### src/rtl/bcs_pkg.sv
// ----------------------------------------------------------------------------
// bcs_pkg
// Shared constants and types for the Bezier curve sampler.
// ----------------------------------------------------------------------------
`default_nettype none
package bcs_pkg;
  localparam int unsigned CoordW = 32;
  localparam int unsigned SegW   = 6;
  localparam int unsigned TW     = 17;

  typedef enum logic [1:0] {
    ST_OK      = 2'd0,
    ST_FEW     = 2'd1,
    ST_DROPPED = 2'd2
  } status_t;

  // Operands from the sequencer to the lerp unit
  typedef struct packed {
    logic signed [CoordW-1:0] a;
    logic signed [CoordW-1:0] b;
    logic [TW-1:0]            t;
  } lerp_req_t;
endpackage
`default_nettype wire

### src/rtl/bcs_tdiv.sv
// ----------------------------------------------------------------------------
// bcs_tdiv
// Restoring divider for t = floor(i * 65536 / n), one quotient bit a cycle.
// ----------------------------------------------------------------------------
`default_nettype none
module bcs_tdiv (
  input  wire logic                     clk,
  input  wire logic                     rst,
  input  wire logic                     go,
  input  wire logic [bcs_pkg::SegW-1:0] num,
  input  wire logic [bcs_pkg::SegW-1:0] den,
  output logic                          done,
  output logic [bcs_pkg::TW-1:0]        quo
);
  import bcs_pkg::*;

  logic [SegW:0]    rem;
  logic [SegW-1:0]  dvs;
  logic [SegW+TW-1:0] sh;
  logic [4:0]       cnt;
  logic             run;
  logic [SegW:0]    trial;
  logic [SegW:0]    diff;

  // Next partial remainder bit-in and trial subtract
  assign trial = {rem[SegW-1:0], sh[SegW+TW-1]};
  assign diff  = trial - {1'b0, dvs};

  always_ff @(posedge clk) begin
    if (rst) begin
      run  <= 1'b0;
      done <= 1'b0;
    end else begin
      done <= 1'b0;
      if (go) begin
        // dividend num * 65536, one leading zero bit, one bit per cycle
        run <= 1'b1;
        rem <= '0;
        dvs <= den;
        sh  <= {1'b0, num, {(TW-1){1'b0}}};
        cnt <= 5'(SegW + TW);
        quo <= '0;
      end else if (run) begin
        if (trial >= {1'b0, dvs}) begin
          rem <= diff;
          quo <= {quo[TW-2:0], 1'b1};
        end else begin
          rem <= trial;
          quo <= {quo[TW-2:0], 1'b0};
        end
        sh  <= sh << 1;
        cnt <= cnt - 5'd1;
        if (cnt == 5'd1) begin
          run  <= 1'b0;
          done <= 1'b1;
        end
      end
    end
  end
endmodule
`default_nettype wire

### src/rtl/bcs_lerp.sv
// ----------------------------------------------------------------------------
// bcs_lerp
// Shared interpolation unit: a + floor((b - a) * t / 65536), two stages.
// ----------------------------------------------------------------------------
`default_nettype none
module bcs_lerp (
  input  wire logic                            clk,
  input  wire bcs_pkg::lerp_req_t              req,
  output logic signed [bcs_pkg::CoordW-1:0]    res
);
  import bcs_pkg::*;

  logic signed [CoordW:0]      d;
  logic signed [CoordW:0]      a1;
  logic [TW-1:0]               t1;
  logic signed [CoordW+TW+1:0] p;

  // Stage one: difference; stage two: product, shift and add
  assign p = d * $signed({1'b0, t1});

  always_ff @(posedge clk) begin
    d   <= {req.b[CoordW-1], req.b} - {req.a[CoordW-1], req.a};
    a1  <= {req.a[CoordW-1], req.a};
    t1  <= req.t;
    res <= CoordW'(a1 + (CoordW+1)'(p >>> 16));
  end
endmodule
`default_nettype wire

### src/rtl/bezier_curve_sampler.sv
// ----------------------------------------------------------------------------
// bezier_curve_sampler
// Stores control points and samples the Bezier curve with de Casteljau steps.
// ----------------------------------------------------------------------------
// Loading items are taken back to back and busy stays low. The item with
// last_point starts a run unless fewer than two points are stored, and busy
// stays high until its final result. Per sample the run waits on the serial
// divider for t, copies the points, then makes n*(n-1)/2 passes of the shared
// two-stage lerp unit per axis, and emits, with n stored points. The final
// result, the last stored control point, follows the last sample by way of the
// S_DIV and S_FINAL states. Results arrive on a strobe and cannot be stalled.
`default_nettype none
module bezier_curve_sampler #(
  parameter int unsigned MAX_POINTS   = 16,
  parameter int unsigned MAX_SEGMENTS = 63
) (
  input  wire logic                              clk,
  input  wire logic                              rst,
  input  wire logic                              start,
  output logic                                   busy,
  input  wire logic signed [bcs_pkg::CoordW-1:0] point_x,
  input  wire logic signed [bcs_pkg::CoordW-1:0] point_y,
  input  wire logic                              last_point,
  input  wire logic [bcs_pkg::SegW-1:0]          segment_count,
  output logic                                   strobe,
  output logic signed [bcs_pkg::CoordW-1:0]      curve_x,
  output logic signed [bcs_pkg::CoordW-1:0]      curve_y,
  output logic                                   last_result,
  output logic [1:0]                             status
);
  import bcs_pkg::*;

  localparam int unsigned IW = $clog2(MAX_POINTS);
  localparam int unsigned CW = $clog2(MAX_POINTS + 1);

  typedef enum logic [2:0] {
    S_IDLE, S_DIV, S_RD, S_ISSUE, S_WAIT, S_WB, S_EMIT, S_FINAL
  } state_t;

  state_t state;
  logic signed [CoordW-1:0] pts_x [MAX_POINTS];
  logic signed [CoordW-1:0] pts_y [MAX_POINTS];
  logic signed [CoordW-1:0] wrk_x [MAX_POINTS];
  logic signed [CoordW-1:0] wrk_y [MAX_POINTS];
  logic [CW-1:0]   loaded;
  logic            ovf;
  logic [CW-1:0]   npts;
  logic [1:0]      st;
  logic [SegW-1:0] nseg;
  logic [SegW-1:0] seg;
  logic [CW-1:0]   len;
  logic [IW-1:0]   k;
  logic            axis;
  logic [1:0]      wt;
  logic [TW-1:0]   tq;
  logic            div_go;
  logic            div_done;
  logic [TW-1:0]   div_q;
  lerp_req_t       req;
  logic signed [CoordW-1:0] lres;
  logic            accept;
  logic            store_ok;
  logic [SegW-1:0] nseg_sat;
  logic [CW-1:0]   last_idx;

  assign accept   = start && !busy;
  assign store_ok = loaded < CW'(MAX_POINTS);
  assign busy     = state != S_IDLE;
  assign nseg_sat = (segment_count > SegW'(MAX_SEGMENTS)) ? SegW'(MAX_SEGMENTS)
                                                          : segment_count;
  assign last_idx = npts - CW'(1);

  bcs_tdiv u_tdiv (
    .clk(clk), .rst(rst), .go(div_go), .num(seg), .den(nseg),
    .done(div_done), .quo(div_q)
  );

  bcs_lerp u_lerp (.clk(clk), .req(req), .res(lres));

  // Operand select for the lerp unit
  always_comb begin
    req.t  = tq;
    req.a  = axis ? wrk_y[k] : wrk_x[k];
    req.b  = axis ? wrk_y[IW'(k + IW'(1))] : wrk_x[IW'(k + IW'(1))];
  end

  // Control point store
  always_ff @(posedge clk) begin
    if (accept && store_ok) begin
      pts_x[IW'(loaded)] <= point_x;
      pts_y[IW'(loaded)] <= point_y;
    end
  end

  // Sequencer
  always_ff @(posedge clk) begin
    if (rst) begin
      state  <= S_IDLE;
      loaded <= '0;
      ovf    <= 1'b0;
      strobe <= 1'b0;
      div_go <= 1'b0;
    end else begin
      strobe <= 1'b0;
      div_go <= 1'b0;
      unique case (state)
        S_IDLE: begin
          if (accept) begin
            if (store_ok) loaded <= loaded + CW'(1);
            if (last_point) begin
              npts   <= store_ok ? loaded + CW'(1) : loaded;
              st     <= (ovf || !store_ok) ? ST_DROPPED : ST_OK;
              nseg   <= nseg_sat;
              seg    <= '0;
              loaded <= '0;
              ovf    <= 1'b0;
              if ((store_ok ? loaded + CW'(1) : loaded) < CW'(2)) begin
                strobe      <= 1'b1;
                curve_x     <= '0;
                curve_y     <= '0;
                last_result <= 1'b1;
                status      <= ST_FEW;
              end else begin
                state <= S_DIV;
                div_go <= nseg_sat != '0;
              end
            end else if (!store_ok) begin
              ovf <= 1'b1;
            end
          end
        end
        S_DIV: begin
          if (seg == nseg) begin
            state <= S_FINAL;
          end else if (div_done) begin
            tq    <= div_q;
            state <= S_RD;
          end
        end
        S_RD: begin
          for (int j = 0; j < MAX_POINTS; j++) begin
            wrk_x[j] <= pts_x[j];
            wrk_y[j] <= pts_y[j];
          end
          len   <= npts;
          k     <= '0;
          axis  <= 1'b0;
          state <= S_ISSUE;
        end
        S_ISSUE: begin
          wt    <= 2'd0;
          state <= S_WAIT;
        end
        S_WAIT: begin
          wt <= wt + 2'd1;
          if (wt == 2'd1) state <= S_WB;
        end
        S_WB: begin
          if (axis) wrk_y[k] <= lres;
          else wrk_x[k] <= lres;
          state <= S_ISSUE;
          if (!axis) begin
            axis <= 1'b1;
          end else begin
            axis <= 1'b0;
            if (CW'(k) + CW'(2) < len) begin
              k <= k + IW'(1);
            end else begin
              k <= '0;
              len <= len - CW'(1);
              if (len == CW'(2)) state <= S_EMIT;
            end
          end
        end
        S_EMIT: begin
          strobe      <= 1'b1;
          curve_x     <= wrk_x[0];
          curve_y     <= wrk_y[0];
          last_result <= 1'b0;
          status      <= st;
          seg         <= seg + SegW'(1);
          div_go      <= (seg + SegW'(1)) != nseg;
          state       <= S_DIV;
        end
        S_FINAL: begin
          strobe      <= 1'b1;
          curve_x     <= pts_x[IW'(last_idx)];
          curve_y     <= pts_y[IW'(last_idx)];
          last_result <= 1'b1;
          status      <= st;
          state       <= S_IDLE;
        end
        default: state <= S_IDLE;
      endcase
    end
  end

  // Checks
  a_no_strobe_on_load: assert property (@(posedge clk) disable iff (rst)
    (accept && !last_point) |=> !strobe) else $error("strobe on load item");
  a_final_idle: assert property (@(posedge clk) disable iff (rst)
    (strobe && last_result) |-> !busy) else $error("busy after final result");
  a_few_last: assert property (@(posedge clk) disable iff (rst)
    (strobe && status == ST_FEW) |-> last_result) else $error("few not last");
  a_load_bound: assert property (@(posedge clk) disable iff (rst)
    loaded <= CW'(MAX_POINTS)) else $error("store count overrun");
endmodule
`default_nettype wire

### config.mk
export PLATFORM = sky130hd
export DESIGN_NAME = bezier_curve_sampler
export DESIGN_NICKNAME = d
export VERILOG_FILES = /design/src/rtl/bcs_pkg.sv /design/src/rtl/bcs_tdiv.sv /design/src/rtl/bcs_lerp.sv /design/src/rtl/bezier_curve_sampler.sv
export SDC_FILE = /design/constraint.sdc
export NUM_CORES = 2
export LEC_CHECK = 0
export CAP_MARGIN = 5
export CELL_PAD_IN_SITES_DETAIL_PLACEMENT = 2
export CELL_PAD_IN_SITES_GLOBAL_PLACEMENT = 2
export CORE_MARGIN = 5
export CORE_UTILIZATION = 50
export DETAILED_ROUTE_END_ITERATION = 12
export DONT_BUFFER_PORTS = 1
export PLACE_DENSITY_LB_ADDON = 0.12
export SLEW_MARGIN = 20
export SYNTH_ARGS = -nofsm -noshare
export SYNTH_HDL_FRONTEND = slang
export SYNTH_SLANG_ARGS = --single-unit
### constraint.sdc
create_clock -name clk -period 25.2 [get_ports clk]
set_input_delay 1.26 -clock clk [delete_from_list [all_inputs] [get_ports clk]]
set_output_delay 1.26 -clock clk [all_outputs]
set_load 0.05 [all_outputs]
==> metrics.md <==
| Metric | Value |
|---|---|
| Routability-driven placement congestion ratio | `0.908` |
| Hold-fix buffer count after cts | `0` |
| Final Cell Area | `142000 µm²` |
| Number of synthesis warnings | `0` |
| Average cell area after synthesis | `15.9 µm²` |
| Worst path bufs/invs | `5` |
| Sequential fraction of the synthesis area | `0.533` |
| Ratio of final minimum period to clock period | `0.397` |
| TritonCTS clock tree | `yes` |
| Num CTS Buffers | `276` |
| Placed cell areas | `133000 µm²` |
| Via count | `83500` |
| Total Nets Final | `8805` |
| Dpl ws | `15.39 ns` |
| Fin Setup TNS | `0 ns` |
| Hold Violations, Final | `0` |
| Leakage power summed over all cells | `0.0502 µW` |
| Maximum clock insertion buffer count | `4` |
| Worst setup skew after layout | `0.0706 ns` |
| Worst slew margin relative to its limit | `0.139` |
| Hold Worst Slack | `0.341 ns` |
| Dominant synthesized flop cell | `edfxtp_1` |
| Crit path time final | `9.99 ns` |
| Highest ir drop seen on vdd | `66.3 µV` |
| Category of the most critical setup path | `reg -> reg` |
| Number of antenna-violating nets in the routed design | `0` |
| Max capacitance violation total | `0` |
| Final slew viol count | `0` |
| Register-to-register setup slack | `15.21 ns` |
| Final core utilization | `0.551` |
| Input/output buffers | `0` |
| Length of the first detailed-routing pass in iterations | `8` |
| Number of synthesized flops with an enable pin | `2203` |
| Leading area contributor after synthesis | `edfxtp_1` |
| Post-Syn Area | `129000 µm²` |
| Power density relative to cell area | `60.2 nW/µm²` |
| Critical path capture point type | `register` |
| Die Wd | `518 µm` |
| Worst Setup SP | `u_lerp.t1[7]$_DFF_P_` |
| Synth area leaders | `edfxtp_1 (51%), mux4_2 (16%), mux2_2 (9.3%), fa_1 (8.0%), dfxtp_1 (2.0%)` |
| Crit path arrival time | `10.79 ns` |
| Setup violators final | `0` |
| Share of Yosys cell area claimed by the top area cell type | `0.513` |
| Stages on worst setup path | `33` |
| Core Box Area | `257000 µm²` |
| Largest fanout on the critical path | `26` |
| Number of global-route vias before repair | `90100` |
| Total congestion overflow | `0` |
| Htree depth | `5` |
| Via count normalized by instance count | `7.20` |
| Highest clock rate | `0.100 GHz` |
| # rows | `186` |
| Layout cells sized above 1 | `0.320` |
| Worst Reg2Reg Path Length in Cells | `33` |
| Overall routing resource usage | `0.390` |
| Total number of clock tree sinks | `2334` |
| Height of the die | `518 µm` |
| Initial DRC Count | `12400` |
| Buffers inserted during post-CTS setup optimization | `0` |
| Top Family by Delay on Critical Path | `compound AO/OA/AOI/OAI gates` |
| Starting Density | `0.502` |
| Largest net degree at the start of global routing | `104` |
| Top cell by count, worst path | `fa_1` |
| Largest stage delay, worst path | `0.66 ns` |
| RSZ-0062 raised after global routing | `no` |
| Routed Wire Length | `527000 µm` |
| Path category of the worst min-delay check | `reg -> reg` |
| Number of distinct library cell variants in the gate-level netlist after synthesis | `75` |
| Worst path required time | `26.00 ns` |
| Area enclosed by the die boundary | `268000 µm²` |
| CTS root buf | `clkbuf_16` |
| Post-route setup slack | `15.21 ns` |
| Register clock-pin slew on the reported worst setup and hold paths | `0.06 ns` |
| Number of nets in the synthesized netlist | `8924` |
| Slowest CP cell | `a21oi_1` |
| Sum of net half-perimeters after detailed placement | `308000 µm` |
| Result of the run | `finished, final reports clean` |
| Total of flip-flops plus latches after synthesis | `2334` |
| Worst R2R End | `u_lerp.res[28]$_DFF_P_` |
| Slew at the pin with the worst max-slew slack | `1.29 ns` |
| Wire length of the first global-routing pass | `734000 µm` |
| Clock Latency Late Sink | `0.96 ns` |
| Resized Gates After CTS | `0` |
| Reg-to-reg critical path startpoint | `u_lerp.t1[7]$_DFF_P_` |
| Wire length per cell | `45.4 µm` |
| Count of boundary I/O pins | `143` |
| Launching element type of the critical path | `register` |
| Number of antenna violations at the first check in global routing | `17` |
| Area growth from synthesis to layout | `9.76%` |
| Worst setup path end | `u_lerp.res[28]$_DFF_P_` |
| Post-detailed-route DRC marker count | `0` |
| Mapped Cells | `8132` |
| Share of flip-flops with an asynchronous set or reset after synthesis | `0` |
placed cells by master, fill, tap and decap left out, drive strengths merged, types with 89 or more instances in the layout:
master	netlist	final
ha	201	201
mux2	1060	1060
inv	684	691
dfxtp	131	131
fa	517	517
nand3	89	89
buf	198	184
edfxtp	2203	2203
nor2	124	124
mux4	896	896
clkbuf	383	367
xnor2	92	92
nand2	669	669
a21oi	97	97
and2	258	258
state kept, by name, indices dropped and copies added (netlist names), 3 cells and up, named ones only:
| name | flops |
|---|---|
| curve_x | 32 |
| curve_y | 32 |
| k | 4 |
| len | 5 |
| loaded | 5 |
| npts | 5 |
| nseg | 6 |
| pts_x | 512 |
| pts_y | 512 |
| seg | 6 |
| state | 3 |
| tq | 17 |
| u_lerp.a1 | 32 |
| u_lerp.d | 33 |
| u_lerp.res | 32 |
| u_lerp.t1 | 17 |
| u_tdiv.cnt | 5 |
| u_tdiv.dvs | 6 |
| u_tdiv.quo | 17 |
| u_tdiv.rem | 6 |
| u_tdiv.sh | 7 |
| wrk_x | 512 |
| wrk_y | 512 |
cells in the mapped netlist, types with 4 or more instances:
cell and number:
edfxtp_1 2203, mux2_2 1060, mux4_2 896, inv_1 684, nand2_1 669, fa_1 517, clkbuf_1 383, and2_1 255
ha_1 201, buf_1 160, dfxtp_1 131, nor2_1 124, a21oi_1 95, xnor2_1 92, nand3_1 89, nand3b_1 66
a32o_1 64, nor2b_1 42, o21ai_0 41, xor2_1 39, buf_2 38, mux2i_1 35, a21o_1 29, nor3_1 27
nand2b_1 21, o21a_1 18, and3_1 17, o21ai_1 16, o21bai_1 15, a211oi_1 10, nand4_1 9, o31ai_1 8
or3_1 5, nor4_1 4, o211ai_1 4, or2_2 4
how the worst min path moves through the flow:
stage	start	slack, ns	cells after the start	end
finish	tq[2]$_DFFE_PP_	0.34	0	u_lerp.t1[2]$_DFF_P_
global route	tq[2]$_DFFE_PP_	0.35	0	u_lerp.t1[2]$_DFF_P_
CTS	segment_count[3]	0.34	0	nseg[3]$_DFFE_PP_
detailed placement	tq[8]$_DFFE_PP_	0.33	0	u_lerp.t1[8]$_DFF_P_
global placement	tq[1]$_DFFE_PP_	0.33	0	u_lerp.t1[1]$_DFF_P_
floorplan	tq[0]$_DFFE_PP_	0.32	0	u_lerp.t1[0]$_DFF_P_
cell type report:
type | instances | area, µm²
multi-input cells | 4532 | 55900
fillers | 22100 | 115000
diodes | 6 | 15.0
clock inverters | 107 | 851
well taps | 3384 | 4230
repair buffers | 184 | 1580
inverters | 685 | 2570
flip-flops and latches | 2334 | 68800
clock buffers | 367 | 7550
per-stage QoR:
stage / total power [µW] / cells
floorplan: 4530 / 8132
global placement: 4670 / 11100
detailed placement: 4690 / 11100
CTS: 8520 / 11600
global route: 8720 / 11600
finish: 8520 / 11600
per-layer routing:
layer,vias to the layer above,track usage,part of all wire
met5,-,0,0.000074
met2,6695,0.613,0.47
met3,1730,0.101,0.11
met1,44800,0.492,0.35
li1,30300,-,-
met4,6,0.227,0.072
report_power, final:
group	switching, µW	internal, µW
combinational	247	91.9
sequential	49.5	4240
clock	1670	2220
total	1970	6550
cell families (layout without fill, tap and decap cells):
family / Yosys count / in the layout / share of synthesized area
mux: 1991 / 1991 / 0.252
flops: 2334 / 2334 / 0.533
compound gates: 340 / 340 / 0.0187
fa+ha+maj: 718 / 718 / 0.0998
buf+inv: 1266 / 1343 / 0.0372
simple gates: 1352 / 1352 / 0.0501
other cells: 0 / 6 / 0
xor+xnor: 131 / 131 / 0.00890
(Power assumes the default switching activity.)
